===== config.mk =====
export PLATFORM = sky130hd
export DESIGN_NAME = line_sensor_frame_decoder
export DESIGN_NICKNAME = d
export VERILOG_FILES = /design/src/lsfd_pkg.sv /design/src/line_sensor_frame_decoder.sv /design/src/lsfd_front.sv /design/src/lsfd_queue.sv /design/src/lsfd_back.sv
export SDC_FILE = /design/constraint.sdc
export NUM_CORES = 1
export LEC_CHECK = 0
export ABC_CLOCK_PERIOD_IN_PS = 19700
export BUFFER_PORTS_ARGS = -buffer_cell sky130_fd_sc_hd__buf_2
export CAP_MARGIN = 10
export CORE_MARGIN = 3
export CORE_UTILIZATION = 44
export CTS_CLUSTER_DIAMETER = 60
export DETAILED_ROUTE_END_ITERATION = 10
export HOLD_SLACK_MARGIN = 0.1
export RECOVER_POWER = 25
export SYNTH_ARGS = -nofsm -noshare
export SYNTH_HDL_FRONTEND = slang
export SYNTH_SLANG_ARGS = --single-unit

===== constraint.sdc =====
create_clock -name clk -period 19.7 [get_ports clk]
set_input_delay 0.985 -clock clk [delete_from_list [all_inputs] [get_ports clk]]
set_output_delay 0.985 -clock clk [all_outputs]
set_load 0.01 [all_outputs]

===== src/lsfd_pkg.sv =====
// Shared types, constants and a helper function for the line sensor frame decoder.
`timescale 1ns / 1ps

package lsfd_pkg;

    // Frame format
    localparam logic [7:0] HEADER_BYTE = 8'hFF;
    localparam logic [7:0] DEFAULT_ID  = 8'h01;
    localparam int         FRAME_LEN   = 7;
    localparam int         IDX_W       = 3;

    // Sensor array and fixed-point format
    localparam int NUM_SENSORS = 10;
    localparam int FRAC_BITS   = 8;
    localparam int HALF        = NUM_SENSORS / 2;
    localparam int CNT_W       = $clog2(NUM_SENSORS + 1);
    localparam int MAG_W       = 8;                  // |weighted sum| bits
    localparam int WS_W        = MAG_W + 1;          // signed weighted sum
    localparam int DIVD_W      = MAG_W + FRAC_BITS;  // dividend bits
    localparam int RADIX_BITS  = 4;                  // quotient bits per cycle
    localparam int DIV_CYCLES  = DIVD_W / RADIX_BITS;
    localparam int STEP_W      = $clog2(DIV_CYCLES);

    // Port field widths
    localparam int BYTE_W   = 8;
    localparam int STATUS_W = 2;
    localparam int BITS_W   = 10;
    localparam int COUNT_W  = 4;
    localparam int POS_W    = 12;
    localparam int OUT_W    = STATUS_W + BITS_W + COUNT_W + POS_W;
    localparam int OUT_PAD  = ((OUT_W + 7) / 8) * 8 - OUT_W;
    localparam int TDATA_W  = OUT_W + OUT_PAD;

    typedef enum logic [STATUS_W-1:0] {
        ST_OK   = 2'd0,
        ST_CSUM = 2'd1,
        ST_ID   = 2'd2
    } frame_status_t;

    // One completed frame handed from the front to the back
    typedef struct packed {
        frame_status_t            status;
        logic [NUM_SENSORS-1:0]   pattern;
    } frame_rec_t;

    // Weight of sensor i: -HALF..-1 for the low half, 1..HALF for the high half
    function automatic logic signed [WS_W-1:0] sensor_weight(input int i);
        int w;
        w = (i < HALF) ? (i - HALF) : (i - HALF + 1);
        return WS_W'(w);
    endfunction

endpackage


===== src/line_sensor_frame_decoder.sv =====
// Each frame's record is queued with its checksum byte; the back end takes one frame
// at a time, runs a radix-16 divide by the lit count and loads the result into the
// output register. The input takes one byte per cycle while the queue is not full.
// A frame record queue of QUEUE_DEPTH entries lets the input run while results wait.
// Reset (rst_n, asynchronous, active low) returns to header hunt, empties the
// queue and the output register, and sets expected_id to 1.
`timescale 1ns / 1ps

module line_sensor_frame_decoder
#(
    parameter int QUEUE_DEPTH = 2
)
(
    input  logic                              clk,
    input  logic                              rst_n,
    // Configuration: expected_id
    input  logic                              cfg_valid,
    output logic                              cfg_ready,
    input  logic [lsfd_pkg::BYTE_W-1:0]       cfg_data,
    // Input stream
    input  logic                              s_tvalid,
    output logic                              s_tready,
    input  logic [lsfd_pkg::BYTE_W-1:0]       s_tdata,  // [7:0] rx_byte
    // Result stream
    output logic                              m_tvalid,
    input  logic                              m_tready,
    // [1:0] frame_status, [11:2] sensor_bits, [15:12] lit_count,
    // [27:16] line_position, [31:28] zero
    output logic [lsfd_pkg::TDATA_W-1:0]      m_tdata
);

    logic                   q_full;
    logic                   q_push;
    logic                   q_pop;
    logic                   q_valid;
    lsfd_pkg::frame_rec_t   push_rec;
    lsfd_pkg::frame_rec_t   head_rec;

    lsfd_front u_front
    (
        .clk       (clk),
        .rst_n     (rst_n),
        .cfg_valid (cfg_valid),
        .cfg_ready (cfg_ready),
        .cfg_data  (cfg_data),
        .s_tvalid  (s_tvalid),
        .s_tready  (s_tready),
        .s_tdata   (s_tdata),
        .q_full    (q_full),
        .q_push    (q_push),
        .q_rec     (push_rec)
    );

    lsfd_queue #(.DEPTH(QUEUE_DEPTH)) u_queue
    (
        .clk        (clk),
        .rst_n      (rst_n),
        .push       (q_push),
        .push_rec   (push_rec),
        .full       (q_full),
        .pop        (q_pop),
        .head_valid (q_valid),
        .head_rec   (head_rec)
    );

    lsfd_back u_back
    (
        .clk      (clk),
        .rst_n    (rst_n),
        .q_valid  (q_valid),
        .q_rec    (head_rec),
        .q_pop    (q_pop),
        .m_tvalid (m_tvalid),
        .m_tready (m_tready),
        .m_tdata  (m_tdata)
    );

endmodule


===== src/lsfd_front.sv =====
// Front end: header hunt, frame capture, checksum and ID check.
`timescale 1ns / 1ps

module lsfd_front
(
    input  logic                              clk,
    input  logic                              rst_n,
    input  logic                              cfg_valid,
    output logic                              cfg_ready,
    input  logic [lsfd_pkg::BYTE_W-1:0]       cfg_data,
    input  logic                              s_tvalid,
    output logic                              s_tready,
    input  logic [lsfd_pkg::BYTE_W-1:0]       s_tdata,
    input  logic                              q_full,
    output logic                              q_push,
    output lsfd_pkg::frame_rec_t              q_rec
);

    typedef enum logic [1:0] {
        PH_HUNT    = 2'd0,
        PH_ONE     = 2'd1,
        PH_COLLECT = 2'd2
    } phase_t;

    phase_t                           phase_reg;
    logic [lsfd_pkg::IDX_W-1:0]       idx_reg;
    logic [7:0]                       sum_reg;
    logic [7:0]                       id_reg;
    logic [7:0]                       b3_reg;
    logic [7:0]                       b4_reg;
    logic [7:0]                       b5_reg;
    logic [7:0]                       expected_id_reg;
    logic                             accept;
    logic                             last_byte;
    logic [15:0]                      full_pattern;

    assign cfg_ready = 1'b1;
    assign s_tready  = !q_full;
    assign accept    = s_tvalid && s_tready;
    assign last_byte = (phase_reg == PH_COLLECT) &&
                       (idx_reg == lsfd_pkg::IDX_W'(lsfd_pkg::FRAME_LEN - 1));

    // Frame record built from the stored bytes and the checksum byte now arriving
    assign full_pattern = {8'h00, b5_reg} | {4'h0, b4_reg, 4'h0} | {b3_reg, 8'h00};

    always_comb
    begin
        q_push = accept && last_byte;
        if (sum_reg != s_tdata)
        begin
            q_rec.status  = lsfd_pkg::ST_CSUM;
            q_rec.pattern = '0;
        end
        else if (id_reg != expected_id_reg)
        begin
            q_rec.status  = lsfd_pkg::ST_ID;
            q_rec.pattern = '0;
        end
        else
        begin
            q_rec.status  = lsfd_pkg::ST_OK;
            q_rec.pattern = full_pattern[lsfd_pkg::NUM_SENSORS-1:0];
        end
    end

    // Configuration register
    always_ff @(posedge clk or negedge rst_n)
    begin
        if (!rst_n)
            expected_id_reg <= lsfd_pkg::DEFAULT_ID;
        else if (cfg_valid && cfg_ready)
            expected_id_reg <= cfg_data;
    end

    // Sync state machine and byte capture
    always_ff @(posedge clk or negedge rst_n)
    begin
        if (!rst_n)
        begin
            phase_reg <= PH_HUNT;
            idx_reg   <= '0;
        end
        else if (accept)
        begin
            unique case (phase_reg)
                PH_HUNT:
                begin
                    if (s_tdata == lsfd_pkg::HEADER_BYTE)
                        phase_reg <= PH_ONE;
                end
                PH_ONE:
                begin
                    if (s_tdata == lsfd_pkg::HEADER_BYTE)
                    begin
                        phase_reg <= PH_COLLECT;
                        idx_reg   <= '0;
                    end
                    else
                        phase_reg <= PH_HUNT;
                end
                PH_COLLECT:
                begin
                    unique case (idx_reg)
                        3'd0:
                        begin
                            id_reg  <= s_tdata;
                            sum_reg <= s_tdata;
                        end
                        3'd3:
                        begin
                            b3_reg  <= s_tdata;
                            sum_reg <= sum_reg + s_tdata;
                        end
                        3'd4:
                        begin
                            b4_reg  <= s_tdata;
                            sum_reg <= sum_reg + s_tdata;
                        end
                        3'd5:
                        begin
                            b5_reg  <= s_tdata;
                            sum_reg <= sum_reg + s_tdata;
                        end
                        default:
                        begin
                            sum_reg <= sum_reg + s_tdata;
                        end
                    endcase
                    if (last_byte)
                    begin
                        phase_reg <= PH_HUNT;
                        idx_reg   <= '0;
                    end
                    else
                        idx_reg <= idx_reg + 1'b1;
                end
                default:
                begin
                    phase_reg <= PH_HUNT;
                end
            endcase
        end
    end

endmodule


===== src/lsfd_queue.sv =====
// Small register FIFO of frame records between the front and the back.
`timescale 1ns / 1ps

module lsfd_queue
#(
    parameter int DEPTH = 2
)
(
    input  logic                  clk,
    input  logic                  rst_n,
    input  logic                  push,
    input  lsfd_pkg::frame_rec_t  push_rec,
    output logic                  full,
    input  logic                  pop,
    output logic                  head_valid,
    output lsfd_pkg::frame_rec_t  head_rec
);

    localparam int PTR_W = $clog2(DEPTH);
    localparam int FILL_W = $clog2(DEPTH + 1);

    lsfd_pkg::frame_rec_t  entry_reg [DEPTH];
    logic [PTR_W-1:0]      wr_ptr_reg;
    logic [PTR_W-1:0]      rd_ptr_reg;
    logic [FILL_W-1:0]     fill_reg;

    assign full       = (fill_reg == FILL_W'(DEPTH));
    assign head_valid = (fill_reg != '0);
    assign head_rec   = entry_reg[rd_ptr_reg];

    // Entry storage
    always_ff @(posedge clk)
    begin
        if (push)
            entry_reg[wr_ptr_reg] <= push_rec;
    end

    // Pointers and fill level
    always_ff @(posedge clk or negedge rst_n)
    begin
        if (!rst_n)
        begin
            wr_ptr_reg <= '0;
            rd_ptr_reg <= '0;
            fill_reg   <= '0;
        end
        else
        begin
            if (push)
                wr_ptr_reg <= (wr_ptr_reg == PTR_W'(DEPTH - 1)) ? '0 : wr_ptr_reg + 1'b1;
            if (pop)
                rd_ptr_reg <= (rd_ptr_reg == PTR_W'(DEPTH - 1)) ? '0 : rd_ptr_reg + 1'b1;
            if (push && !pop)
                fill_reg <= fill_reg + 1'b1;
            else if (pop && !push)
                fill_reg <= fill_reg - 1'b1;
        end
    end

endmodule


===== src/lsfd_back.sv =====
// Back end: lit count, weighted sum and centroid divide, with output register.
`timescale 1ns / 1ps

module lsfd_back
(
    input  logic                                clk,
    input  logic                                rst_n,
    input  logic                                q_valid,
    input  lsfd_pkg::frame_rec_t                q_rec,
    output logic                                q_pop,
    output logic                                m_tvalid,
    input  logic                                m_tready,
    output logic [lsfd_pkg::TDATA_W-1:0]        m_tdata
);

    typedef enum logic [1:0] {
        B_IDLE = 2'd0,
        B_DIV  = 2'd1,
        B_DONE = 2'd2
    } bstate_t;

    bstate_t                                state_reg;
    lsfd_pkg::frame_status_t                status_reg;
    logic [lsfd_pkg::NUM_SENSORS-1:0]       pattern_reg;
    logic [lsfd_pkg::CNT_W-1:0]             cnt_reg;
    logic                                   neg_reg;
    logic [lsfd_pkg::DIVD_W-1:0]            quo_reg;
    logic [lsfd_pkg::CNT_W-1:0]             rem_reg;
    logic [lsfd_pkg::STEP_W-1:0]            step_reg;
    logic                                   out_valid_reg;
    logic [lsfd_pkg::OUT_W-1:0]             out_data_reg;

    logic [lsfd_pkg::CNT_W-1:0]             cnt_c;
    logic signed [lsfd_pkg::WS_W-1:0]       wsum_c;
    logic [lsfd_pkg::WS_W-1:0]              wabs_c;
    logic [lsfd_pkg::DIVD_W-1:0]            quo_next;
    logic [lsfd_pkg::CNT_W-1:0]             rem_next;
    logic [lsfd_pkg::DIVD_W-1:0]            pos_mag;
    logic [lsfd_pkg::POS_W-1:0]             pos_c;

    assign q_pop    = (state_reg == B_IDLE) && q_valid;
    assign m_tvalid = out_valid_reg;
    assign m_tdata  = {{lsfd_pkg::OUT_PAD{1'b0}}, out_data_reg};

    // Lit count and weighted sum of the queue head
    always_comb
    begin
        cnt_c  = '0;
        wsum_c = '0;
        for (int i = 0; i < lsfd_pkg::NUM_SENSORS; i++)
        begin
            if (q_rec.pattern[i])
            begin
                cnt_c  = cnt_c + 1'b1;
                wsum_c = wsum_c + lsfd_pkg::sensor_weight(i);
            end
        end
        wabs_c = wsum_c[lsfd_pkg::WS_W-1] ? -wsum_c : wsum_c;
    end

    // Restoring divide, RADIX_BITS quotient bits per cycle
    always_comb
    begin
        logic [lsfd_pkg::CNT_W:0] trial;
        quo_next = quo_reg;
        rem_next = rem_reg;
        for (int k = 0; k < lsfd_pkg::RADIX_BITS; k++)
        begin
            trial    = {rem_next, quo_next[lsfd_pkg::DIVD_W-1]};
            quo_next = {quo_next[lsfd_pkg::DIVD_W-2:0], 1'b0};
            if (trial >= {1'b0, cnt_reg})
            begin
                trial       = trial - {1'b0, cnt_reg};
                quo_next[0] = 1'b1;
            end
            rem_next = trial[lsfd_pkg::CNT_W-1:0];
        end
    end

    // Sign fix-up; no lit sensor gives zero
    always_comb
    begin
        pos_mag = (cnt_reg == '0) ? '0 : quo_reg;
        pos_c   = neg_reg ? lsfd_pkg::POS_W'(-pos_mag) : lsfd_pkg::POS_W'(pos_mag);
    end

    // Sequencer and output register
    always_ff @(posedge clk or negedge rst_n)
    begin
        if (!rst_n)
        begin
            state_reg     <= B_IDLE;
            out_valid_reg <= 1'b0;
            step_reg      <= '0;
        end
        else
        begin
            // Result leaves on transfer unless B_DONE loads the next one
            if (out_valid_reg && m_tready && (state_reg != B_DONE))
                out_valid_reg <= 1'b0;
            unique case (state_reg)
                B_IDLE:
                begin
                    if (q_valid)
                    begin
                        status_reg  <= q_rec.status;
                        pattern_reg <= q_rec.pattern;
                        cnt_reg     <= cnt_c;
                        neg_reg     <= wsum_c[lsfd_pkg::WS_W-1];
                        quo_reg     <= {wabs_c[lsfd_pkg::MAG_W-1:0],
                                        {lsfd_pkg::FRAC_BITS{1'b0}}};
                        rem_reg     <= '0;
                        step_reg    <= lsfd_pkg::STEP_W'(lsfd_pkg::DIV_CYCLES - 1);
                        state_reg   <= B_DIV;
                    end
                end
                B_DIV:
                begin
                    quo_reg <= quo_next;
                    rem_reg <= rem_next;
                    if (step_reg == '0)
                        state_reg <= B_DONE;
                    else
                        step_reg <= step_reg - 1'b1;
                end
                B_DONE:
                begin
                    if (!out_valid_reg || m_tready)
                    begin
                        out_data_reg  <= {pos_c,
                                          lsfd_pkg::COUNT_W'(cnt_reg),
                                          lsfd_pkg::BITS_W'(pattern_reg),
                                          status_reg};
                        out_valid_reg <= 1'b1;
                        state_reg     <= B_IDLE;
                    end
                end
                default:
                begin
                    state_reg <= B_IDLE;
                end
            endcase
        end
    end

endmodule

== After elaboration in Yosys (flattened, before gate mapping) ==
Memory sizes are Yosys's and may differ from the RTL's.
Cells that the tools add are included.

* Bits in registers: 119
* Latch bits: 0
* Bits in writable memories: 24
* Bits in read-only memories: 0
* Bits of input ports: 21
* Output and inout port bits: 35
* Word-level logic and storage cells: 174
* Memories kept: 1

{| class="wikitable"
|+ Memory list
! memory !! depth !! bits a word !! rd ports !! clocked after Yosys merged registers in !! wr ports !! RTL line !! text
|-
| u_queue.entry_reg || 2 || 12 || 1 || 0 || 1 || lsfd_queue.sv:22 || <nowiki>lsfd_pkg::frame_rec_t entry_reg [DEPTH];</nowiki>
|}

* Add/sub/neg operators: 31
* $mul: 0
* Divide/modulo/power cells: 0
* Order comparisons: 4
* Equality and inequality tests: 20
* Shift operators: 0
* Muxes and demuxes: 61
* Bitwise gates (word level): 2
* Reduce and logical (&&, ||, !) cells: 34

{| class="wikitable"
|+ Operators by type and width
! cell !! number
|-
| $mux W9 || 10
|-
| $mux W4 || 14
|-
| $mux W12 || 4
|-
| $add A9 B3 Y9 const B || 4
|-
| $add A4 B1 Y4 const B || 8
|-
| $pmux W16 S2 || 1
|-
| $reduce_and A3 Y1 || 8
|-
| $ge A5 B4 Y1 || 4
|-
| $mux W2 || 10
|-
| $add A9 B2 Y9 const B || 2
|-
| $add A9 B4 Y9 const B || 2
|-
| $mux W16 || 1
|-
| $mux W8 || 2
|-
| $ne A8 B8 Y1 || 2
|-
| $reduce_and A4 Y1 || 4
|-
| $sub A4 B4 Y4 || 4
|-
| $mux W1 || 12
|-
| $ne A2 B1 Y1 const B || 6
|-
| $neg A12 Y12 || 1
|-
| $pmux W2 S3 || 2
|-
| $or A10 B10 Y10 || 1
|-
| $or A8 B10 Y10 || 1
|-
| $add A9 B1 Y9 const B || 1
|-
| $eq A3 B3 Y1 const B || 3
|-
| 23 further kinds || 45
|}

== Depth between registers and ports, before layout ==
Gate-level depths: netlist of the first run.
An unclocked memory read counts as a cell.

* Depth in word-level cells: 24
* Mapped depth: 35
* Depth with buffers taken out: 35

== Modules after synthesis ==
A second synthesis of the first run with hierarchy kept.

* Cell total of the unflattened synthesis: 842
* Area, all modules: 9170.0 µm²

{| class="wikitable"
|+ By module, submodules not included
! module !! instances !! cells each !! area each (µm²) !! sequential area each (µm²)
|-
| lsfd_back || 1 || 604 || 5768.0 || 2077.0
|-
| lsfd_front || 1 || 185 || 2312.2 || 1287.5
|-
| lsfd_queue || 1 || 53 || 1089.8 || 820.8
|}

== Worst setup path before layout of the first run ==
No wires, ideal clock.

* Kind: flip-flop to flip-flop
* Start point: register u_queue.rd_ptr_reg
* End point: register u_back.quo_reg[13] (netlist name), data pin
* Setup time: 0.152 ns
* Arrival time: 6.708 ns
* Slack: 12.841 ns
* Cell stages (with the launch flop): 29
* Path buffers: 4
* Period minus slack after synthesis: 6.859 ns
* Path through: dfrtp_1 > clkbuf_1 > buf_1 > mux2i_1 > inv_1 > ha_1 > clkbuf_1 > inv_1 > xnor2_1 > ha_1 > o21ai_0 > ha_1 > and2_1 > xnor3_1 > inv_1 > ha_1 > nor2_1 > a2111oi_2 > xor2_1 > ha_1 > and2_1 > buf_1 > nand4_1 > a221o_1 > a21o_1 > a2111oi_4 > nor3_2 > or4_1 > a31oi_1

{| class="wikitable"
|+ RTL lines
! element !! RTL line !! text
|-
| start, declared || lsfd_queue.sv:24 || <nowiki>logic [PTR_W-1:0] rd_ptr_reg;</nowiki>
|-
| start signal, assigned || lsfd_queue.sv:52 || <nowiki>rd_ptr_reg <= (rd_ptr_reg == PTR_W'(DEPTH - 1)) ? '0 : rd_ptr_reg + 1'b1;</nowiki>
|-
| end signal, assigned || lsfd_back.sv:110 || <nowiki>quo_reg <= {wabs_c[lsfd_pkg::MAG_W-1:0],</nowiki>
|-
| end signal, assigned || lsfd_back.sv:119 || <nowiki>quo_reg <= quo_next;</nowiki>
|-
| end, declared || lsfd_back.sv:27 || <nowiki>logic [lsfd_pkg::DIVD_W-1:0] quo_reg;</nowiki>
|}

== Final worst setup path of the first run ==
* Start point: register u_back.cnt_reg[1] (netlist name)
* End point: register u_back.rem_reg[3] (netlist name), data pin

* Word-level cells in the longest chain between the ends: 9
* Elaborated cells on any way between the ends: 13
* Those cells by class: add/sub (4); order compare (4); mux (5)

{| class="wikitable"
|+ Ends and longest elaborated chain
! element !! RTL line !! text
|-
| start, declared || lsfd_back.sv:25 || <nowiki>logic [lsfd_pkg::CNT_W-1:0] cnt_reg;</nowiki>
|-
| start signal, assigned || lsfd_back.sv:108 || <nowiki>cnt_reg <= cnt_c;</nowiki>
|-
| $sub A4 B4 Y4 / $ge A5 B4 Y1 (equally long branches) || lsfd_back.sv:73, lsfd_back.sv:71 ||
|-
| $mux W4 || lsfd_back.sv:71 || <nowiki>if (trial >= {1'b0, cnt_reg})</nowiki>
|-
| $sub A4 B4 Y4 / $ge A5 B4 Y1 (equally long branches) || lsfd_back.sv:73, lsfd_back.sv:71 ||
|-
| $mux W4 || lsfd_back.sv:71 ||
|-
| $ge A5 B4 Y1 / $sub A4 B4 Y4 (equally long branches) || lsfd_back.sv:71, lsfd_back.sv:73 ||
|-
| $mux W4 || lsfd_back.sv:71 ||
|-
| $sub A4 B4 Y4 / $ge A5 B4 Y1 (equally long branches) || lsfd_back.sv:73, lsfd_back.sv:71 ||
|-
| $mux W4 * || lsfd_back.sv:71 ||
|-
| $pmux W4 S2 * || lsfd_back.sv:101 || <nowiki>unique case (state_reg)</nowiki>
|-
| end signal, assigned || lsfd_back.sv:120 || <nowiki>rem_reg <= rem_next;</nowiki>
|-
| end, declared || lsfd_back.sv:28 || <nowiki>logic [lsfd_pkg::CNT_W-1:0] rem_reg;</nowiki>
|}

Every way passes the cells marked *; elsewhere a longest branch is shown, timed or not.
A chain may end at the register's enable or synchronous reset.

==> key figures, run 1 <==
Worst setup path
  • CP max FO: 7
  • Crit path capture type: flip-flop
  • Crit start category: flip-flop
  • CP required: between 15 and 20 ns
  • Most frequent CP cell: o21ai_0
  • WP buf/inv: 4
  • Slowest cell on crit path: edfxtp_1
  • Delay-heaviest family, CP: compound AO/OA/AOI/OAI gates
  • Worst Path Arrival: ~7.7 ns
  • CP Class: flip-flop to flip-flop
  • R2R depth: 34
  • Flop2flop setup slack: approximately 12 ns
  • RR Endpoint: u_back.rem_reg[3]
  • Worst r2r src: u_back.cnt_reg[1]
  • Worst path max stage delay: roughly 0.53 ns

Timing
  • Fin crit share: 0.383
  • Max Slew Vio Count: 0
  • Fmax: approximately 130 MHz
  • Slew margin rel.: 0.136
  • Final hold viol count: 0
  • Unrepaired setup endpoints after global routing: no
  • Worst-Margin Slew: around 1.3 ns
  • Final Critical Period: 7.55 ns
  • Setup violators final: 0
  • Clock skew: 0.0148 ns
  • Setup_tns: 0 ns
  • Hold slack: just over 0.4 ns

Yosys
  • Asr flop ratio synth: 0.154
  • Synth unique cells: 77
  • Post-Synthesis Cell Area: a little under 9000 µm²
  • Cells after Synth: roughly 830
  • Synth Flop Type: edfxtp_1
  • Synth Area per Inst: 10.8 µm²
  • Sequential area share after synthesis: 0.469
  • Register bit count reported by yosys: approximately 140
  • Synth Warn #: 0
  • Post-synth EDFFs: between 100 and 150

Clocking
  • Post_cts resized: 0
  • TritonCTS clock tree: built
  • Post-CTS setup buffer count: 0
  • CTS sink count: between 100 and 150
  • Worst-path clk slew: around 0.070 ns
  • H-tree lvl count: 4
  • Clock root buffer: clkbuf_16
  • Worst skew pair latency: 0.43 ns
  • Hold-fix buffers at CTS: 0
  • CTS buffer count: 17
  • CTS Buffer Depth: 2

Global route
  • Largest net degree at the start of global routing: 29
  • Final global-route overflow total: 0
  • First-pass GRT wire length: about 30,000 µm
  • Tot GR Track Use: 0.168
  • Vias in the first global route: between 6,000 and 7,000
  • Initial antenna violation count: 0

Layout
  • # fillers: about 1,800
  • Max FFs per register: 28
  • Ant. Diodes: 0
  • Synthesis-to-layout area growth: 12.5%
  • Final core utilization: 0.509
  • Final Cell Area: roughly 10,000 µm²
  • Nets: ~960
  • Proportion of layout cells with a drive suffix above 1: 0.132

Min path
  • Hold Crit Start: u_back.pattern_reg[7]
  • WHS Endpoint: u_back.out_data_reg[9]
  • Worst Hold Path Cells: 0
  • Hold WC Path Type: flip-flop to flip-flop

Floorplanning
  • I/O pin total: 56
  • Die area: around 22,000 µm²
  • Core outline area: approximately 20,000 µm²
  • Die Ht: ~150 µm
  • Die X-Extent: 148 µm
  • Initial core utilization: 0.453
  • Core Rows: a little over 50

Detailed routing
  • Avg WL per Cell: around 15 µm
  • DR pass1 iterations: 5
  • Total wire length: roughly 18,000 µm
  • Via-to-Cell Ratio: 5.36
  • Via Count: about 6,200
  • DRC viols: 0
  • DRT antenna net count: 0
  • DRT iter0 DRCs: between 400 and 500

Status
  • Outcome: finished, final reports clean

Placement
  • Placer Congestion: around 0.88
  • Detailed Place HPWL: 13,000 µm
  • # port buffers: 50
  • Area after DPL: approximately 9500 µm²

Run
  • Max Cap Viol: 0
[per-layer routing]
metal	part of all wire	vias to the layer above	GRT usage	wire, µm
li1	-	3130	-	-
met4	0.015	0	0.0457	259
met3	0.042	19	0.0378	745
met2	0.46	124	0.273	8150
met5	0	-	0	0
met1	0.49	2930	0.228	8640
[worst max-delay path by stage]
stage / from / to / slack [ns] / cells after the start
2_1_floorplan: u_queue.rd_ptr_reg / u_back.quo_reg[13] / 12.84 / 28
3_3_place_gp: u_back.cnt_reg[1] / u_back.rem_reg[3] / 12.42 / 34
3_5_place_dp: u_back.cnt_reg[1] / u_back.rem_reg[2] / 12.20 / 34
4_1_cts: u_back.cnt_reg[1] / u_back.rem_reg[2] / 12.15 / 34
5_1_grt: u_back.cnt_reg[1] / u_back.rem_reg[3] / 11.25 / 34
6_report: u_back.cnt_reg[1] / u_back.rem_reg[3] / 12.15 / 34
[synthesized netlist by cell type, drive strengths merged, types with 10 or more instances]
cell type | count | area [µm²]
a211oi | 13 | 108
a21oi | 34 | 170
and2 | 18 | 113
buf | 10 | 66.3
clkbuf | 15 | 56.3
dfrtp | 21 | 526
edfxtp | 121 | 3630
ha | 51 | 638
inv | 56 | 210
mux2 | 17 | 191
mux2i | 18 | 196
nand2 | 53 | 199
nand2b | 12 | 75.1
nand3 | 26 | 135
nand4 | 15 | 93.8
nor2 | 61 | 229
nor3 | 23 | 120
o21ai | 36 | 180
xnor2 | 58 | 508
xor2 | 25 | 226
[per-stage QoR]
| stage | setup slack, ns | std cells |
|---|---|---|
| after floorplan | 12.84 | 828 |
| after global placement | 12.42 | 1125 |
| after detailed placement | 12.20 | 1125 |
| after CTS | 12.15 | 1157 |
| after global routing | 11.25 | 1158 |
| final | 12.15 | 1158 |
[area by class of cell]
class                           instances  area [µm²]  share of cell area
Tap cell                              265         332              0.0330
Multi-Input combinational cell        602        4420               0.440
Timing Repair Buffer                   58         290              0.0289
Inverter                               58         218              0.0217
Clock inverter                         14         164              0.0163
Sequential cell                       143        4190               0.417
Clock buffer                           18         429              0.0427
[cells in the final DEF (no fill, tap or decap), types with 9 or more instances in the layout]
master     instances
nand3_1           25
ha_1              51
mux2_2            17
mux2i_1           16
a211oi_1          11
nor2_1            61
inv_1             54
nand2_1           53
and2_1            15
dfrtp_1           21
o21ai_0           36
nand4_1           15
o31ai_1            9
a21oi_1           34
xnor2_1           58
edfxtp_1         121
clkbuf_1          13
nor2b_1            9
nor3_1            21
buf_2             40
xor2_1            24
nand2b_1          12
clkbuf_16         17
[cells by family after synthesis]
| family | share of synthesized area |
|---|---|
| adders and majority gates | 0.0827 |
| DFF | 0.469 |
| buffers and inverters | 0.0381 |
| and+or+nand+nor | 0.143 |
| other | 0.000841 |
| muxes | 0.0435 |
| xor gates and xnor gates | 0.0924 |
| AOI/OAI and AO/OA | 0.131 |
Power of run 1 is left out: the tool's default activity adds up to more than one toggle a clock period on the data nets, which glitch-free logic cannot reach.
==> run 2: changes to the inputs <==
--- a/config.mk
+++ b/config.mk
@@ -5,7 +5,7 @@
 export SDC_FILE = /design/constraint.sdc
 export NUM_CORES = 1
 export LEC_CHECK = 0
-export ABC_CLOCK_PERIOD_IN_PS = 19700
+export ABC_CLOCK_PERIOD_IN_PS = 7500
 export BUFFER_PORTS_ARGS = -buffer_cell sky130_fd_sc_hd__buf_2
 export CAP_MARGIN = 10
 export CORE_MARGIN = 3
==> constraint.sdc (replaced) <==
create_clock -name clk -period 7.5 [get_ports clk]
set_input_delay 0.375 -clock clk [delete_from_list [all_inputs] [get_ports clk]]
set_output_delay 0.375 -clock clk [all_outputs]
set_load 0.01 [all_outputs]
==> key figures, run 2 (synthesis gave the netlist of run 1 again) <==
Detailed routing
  • Via Count: ~6,200
  • Total wire length: around 18,000 µm
  • Avg WL per Cell: 15.1 µm
  • DRT antenna net count: 0
  • DRT iter0 DRCs: 342
  • Via-to-Cell Ratio: between 5 and 6
  • DR pass1 iterations: 5
  • DRC viols: 0

Worst setup path
  • Flop2flop setup slack: slightly above 0.6 ns
  • Worst Path Arrival: about 7 ns
  • CP required: 7.64 ns
  • R2R depth: 35
  • Crit path capture type: flip-flop
  • Delay-heaviest family, CP: compound AO/OA/AOI/OAI gates
  • Worst path max stage delay: about 0.43 ns
  • RR Endpoint: u_back.rem_reg[3]
  • Slowest cell on crit path: edfxtp_1
  • Worst r2r src: u_back.cnt_reg[1]
  • CP Class: flip-flop to flip-flop
  • WP buf/inv: 7
  • CP max FO: 7
  • Crit start category: flip-flop

Timing
  • Max Slew Vio Count: 0
  • Fin crit share: 0.919
  • Worst-Margin Slew: 1.35 ns
  • Final hold viol count: 0
  • Fmax: around 150 MHz
  • Slew margin rel.: 0.102
  • Setup violators final: 0
  • Clock skew: about 0.011 ns
  • Final Critical Period: 6.89 ns
  • Unrepaired setup endpoints after global routing: no
  • Setup_tns: 0 ns

Layout
  • Final core utilization: 0.514
  • Final Cell Area: between 10,000 and 15,000 µm²
  • Max FFs per register: 28
  • Proportion of layout cells with a drive suffix above 1: 0.140
  • Ant. Diodes: 0
  • Non-Filler Instances: roughly 1,200
  • Nets: 967
  • Most frequent cells in the layout: 121 x edfxtp_1, 60 x nor2_1, 58 x xnor2_1, 54 x inv_1, 53 x nand2_1
  • Commonest non-fill, non-tap cell in the layout: edfxtp_1
  • Combined flip-flop and latch cell area: roughly 4200 µm²
  • Multi-input combinational cell area: about 4400 µm²
  • Synthesis-to-layout area growth: 13.6%
  • # fillers: approximately 1,800

Placement
  • Area after DPL: 9510 µm²
  • # port buffers: 50
  • Detailed Place HPWL: 13,100 µm
  • Placed insts: around 1,100
  • Placer Congestion: 0.870

Run
  • Max Cap Viol: 0

Clocking
  • Clock root buffer: clkbuf_16
  • H-tree lvl count: 4
  • CTS buffer count: 17
  • Worst skew pair latency: around 0.42 ns
  • Worst-path clk slew: 0.06 ns
  • CTS sink count: approximately 140
  • CTS Buffer Depth: 2
  • TritonCTS clock tree: built

Floorplanning
  • Core Rows: approximately 50
  • I/O pin total: 56
  • Die Ht: 148 µm
  • Initial core utilization: 0.453
  • Core outline area: around 20,000 µm²
  • Die area: 22,000 µm²
  • Die X-Extent: between 100 and 150 µm

Min path
  • Hold Crit Start: cfg_data[6]
  • Worst Hold Path Cells: 2
  • Hold WC Path Type: input port to flip-flop
  • WHS Endpoint: u_front.expected_id_reg[6]

Global route
  • Vias in the first global route: roughly 6,000
  • Largest net degree at the start of global routing: 29
  • Final global-route overflow total: 0
  • Initial antenna violation count: 0
  • First-pass GRT wire length: about 30,000 µm
  • Tot GR Track Use: 0.168

Status
  • Outcome: finished, final reports clean
## run 2: cell count changes in the layout (fill, tap and decap cells not counted), sizes merged
cell and delta:
dlygate4sd3 +1, inv -1, clkbuf +4, clkinv -4, buf +10
## run 2: stage by stage
stage | hold WS [ns] | worst slack [ns]
after CTS | 0.170 | 0.359
after global placement | 0.402 | 0.690
after floorplan | 0.0794 | 0.641
after global routing | 0.180 | 0.0972
after detailed placement | 0.399 | 0.407
final | 0.191 | 0.609
## run 2: worst max-delay path by stage
stage	start	endpoint	cells after the start
after global placement	u_back.cnt_reg[1]	u_back.rem_reg[2]	34
after global routing	u_back.cnt_reg[1]	u_back.rem_reg[3]	35
final	u_back.cnt_reg[1]	u_back.rem_reg[3]	35
after detailed placement	u_back.cnt_reg[1]	u_back.rem_reg[3]	34
after floorplan	u_queue.rd_ptr_reg	u_back.quo_reg[13]	28
after CTS	u_back.cnt_reg[1]	u_back.rem_reg[3]	34
## run 2: per-layer routing
metal	part of all wire	wire, µm	track usage	up-vias
met5	0	0	0	-
met4	0.013	225	0.0425	0
met3	0.040	699	0.0372	18
met2	0.47	8250	0.268	107
met1	0.48	8450	0.233	2917
li1	-	-	-	3149
## run 2: area by class of cell
type | instances | share of cell area
Inverter | 58 | 0.0215
Timing Repair Buffer | 68 | 0.0364
Clock inverter | 9 | 0.0130
Clock buffer | 23 | 0.0471
Sequential cell | 143 | 0.413
Multi-Input combinational cell | 602 | 0.437
Tap cell | 265 | 0.0327
## run 2: timing repair
| action | 4_1_cts | 5_1_grt |
|---|---|---|
| hold buffers | 1 | 0 |
| resized for setup | 0 | 1 |
| hold endpoints to repair | 21 | 0 |
| buffers inserted | 0 | 4 |
| endpoints found under the setup margin | 0 | 5 |
## run 2: worst register-to-register path: cells and delay by family, from the launching register on
family,cells,cell delay [ns]
simple gates,7,0.83
compound gates,15,2.86
fa+ha+maj,4,1.19
flops,1,0.43
mux,2,0.42
buf+inv,7,0.92
Power of run 2 is left out for the same reason.
==> run 3: changes to the inputs <==
--- a/config.mk
+++ b/config.mk
@@ -8,11 +8,14 @@
 export ABC_CLOCK_PERIOD_IN_PS = 7500
 export BUFFER_PORTS_ARGS = -buffer_cell sky130_fd_sc_hd__buf_2
 export CAP_MARGIN = 10
+export CELL_PAD_IN_SITES_DETAIL_PLACEMENT = 1
+export CELL_PAD_IN_SITES_GLOBAL_PLACEMENT = 1
 export CORE_MARGIN = 3
-export CORE_UTILIZATION = 44
+export CORE_UTILIZATION = 40
 export CTS_CLUSTER_DIAMETER = 60
 export DETAILED_ROUTE_END_ITERATION = 10
 export HOLD_SLACK_MARGIN = 0.1
+export PLACE_DENSITY_LB_ADDON = 0.1
 export RECOVER_POWER = 25
 export SYNTH_ARGS = -nofsm -noshare
 export SYNTH_HDL_FRONTEND = slang
==> key figures, run 3 (synthesis gave the netlist of run 1 again) <==
Status
  • Outcome: finished, final reports clean

Layout
  • Proportion of layout cells with a drive suffix above 1: 0.139
  • # fillers: between 2,000 and 2,500
  • Ant. Diodes: 0
  • Most frequent cells in the layout: 121 x edfxtp_1, 60 x nor2_1, 58 x xnor2_1, 54 x inv_1, 53 x nand2_1
  • Final core utilization: 0.463
  • Max FFs per register: 28
  • Nets: 964
  • Commonest non-fill, non-tap cell in the layout: edfxtp_1
  • Synthesis-to-layout area growth: 13.5%

Detailed routing
  • DRT iter0 DRCs: 254
  • Total wire length: roughly 22,000 µm
  • Via-to-Cell Ratio: ~5.5
  • DRT antenna net count: 0
  • Via Count: 6,443
  • DR pass1 iterations: 4
  • Avg WL per Cell: roughly 18 µm
  • DRC viols: 0

Timing
  • Worst-Margin Slew: approximately 1.3 ns
  • Max Slew Vio Count: 0
  • Slew margin rel.: 0.128
  • Clock skew: 0.0136 ns
  • Fin worst setup slack: roughly 0.54 ns
  • Fmax: ~140 MHz
  • Setup violators final: 0
  • Final hold viol count: 0
  • Fin crit share: 0.928
  • Final Critical Period: slightly below 7 ns

Run
  • Max Cap Viol: 0

Floorplanning
  • Die Ht: 155 µm
  • Core outline area: approximately 22,000 µm²
  • Die X-Extent: approximately 160 µm
  • Die area: 24,100 µm²
  • I/O pin total: 56
  • Initial core utilization: 0.408
  • Core Rows: 54

Min path
  • WHS Endpoint: u_front.expected_id_reg[6]
  • Hold WC Path Type: input port to flip-flop
  • Worst Hold Path Cells: 2
  • Hold Crit Start: cfg_data[6]

Worst setup path
  • Slowest cell on crit path: edfxtp_1
  • CP max FO: 7
  • Worst r2r src: u_back.cnt_reg[1]
  • Worst Path Arrival: 7.10 ns
  • Crit start category: flip-flop
  • Flop2flop setup slack: between 0.5 and 0.6 ns
  • CP required: roughly 7.6 ns
  • R2R depth: 34
  • CP Class: flip-flop to flip-flop
  • Worst path max stage delay: 0.38 ns
  • RR Endpoint: u_back.rem_reg[0]
  • Crit path capture type: flip-flop

Global route
  • Final global-route overflow total: 0
  • Largest net degree at the start of global routing: 29
  • Initial antenna violation count: 0
  • Tot GR Track Use: 0.184
  • First-pass GRT wire length: between 30,000 and 40,000 µm
  • Vias in the first global route: 7,041

Clocking
  • Worst-path clk slew: ~0.07 ns
  • TritonCTS clock tree: built
  • Worst skew pair latency: about 0.43 ns
  • Clock root buffer: clkbuf_16
  • H-tree lvl count: 4
  • CTS Buffer Depth: 2
  • CTS sink count: 143
  • CTS buffer count: 17

Placement
  • Pre-CTS setup slack: around 0.096 ns
  • Detailed Place HPWL: between 15,000 and 20,000 µm
  • Placer Congestion: ~0.84
  • # port buffers: 50
==> run 3: worst max-delay path: cells and delay by family, from the launching register on <==
kind                       cells  cell delay, ns
AOI/OAI and AO/OA             17            3.30
adders and majority gates      4            1.25
buffers and inverters          4            0.44
DFF                            1            0.38
and+or+nand+nor                9            1.32
==> run 3: metal layers <==
metal	up-vias	global-route usage	wire length, µm
li1	3137	-	-
met1	3192	0.229	9670
met2	85	0.326	11000
met3	29	0.0331	618
met4	0	0.0534	375
met5	-	0	0
==> run 3: how the worst max path moves through the flow <==
stage	to	slack, ns	from
floorplan	u_back.quo_reg[13]	0.64	u_queue.rd_ptr_reg
global placement	u_back.rem_reg[2]	0.65	u_back.cnt_reg[1]
detailed placement	u_back.rem_reg[2]	0.1	u_back.cnt_reg[1]
CTS	u_back.rem_reg[2]	0.07	u_back.cnt_reg[1]
global route	u_back.rem_reg[2]	-0.04	u_back.cnt_reg[1]
finish	u_back.rem_reg[0]	0.54	u_back.cnt_reg[1]
==> run 3: through the flow <==
stage          TNS, ns  hold slack [ns]  area [µm²]  instances
6_report             0            0.181       10100       1180
5_1_grt         -0.101            0.161       10100       1180
4_1_cts              0            0.162       10100       1177
3_5_place_dp         0            0.387        9510       1144
3_3_place_gp         0            0.386        9510       1144
2_1_floorplan        0           0.0794        8940        828
==> run 3: layout make-up <==
| type | instances | area, µm² | area share |
|---|---|---|---|
| clock buffers | 18 | 429 | 0.0424 |
| clock inverters | 14 | 158 | 0.0156 |
| inverters | 58 | 218 | 0.0215 |
| multi-input cells | 602 | 4450 | 0.439 |
| flip-flops and latches | 143 | 4190 | 0.413 |
| well taps | 280 | 350 | 0.0346 |
| repair buffers | 65 | 342 | 0.0337 |
==> run 3: timing repair <==
action / CTS / global route
gates resized for setup: 0 / 7
endpoints found under the setup margin: 0 / 9
endpoints found under the hold margin: 21 / 0
buffers inserted: 0 / 3
hold buffers: 1 / 0
Power of run 3 is left out for the same reason.
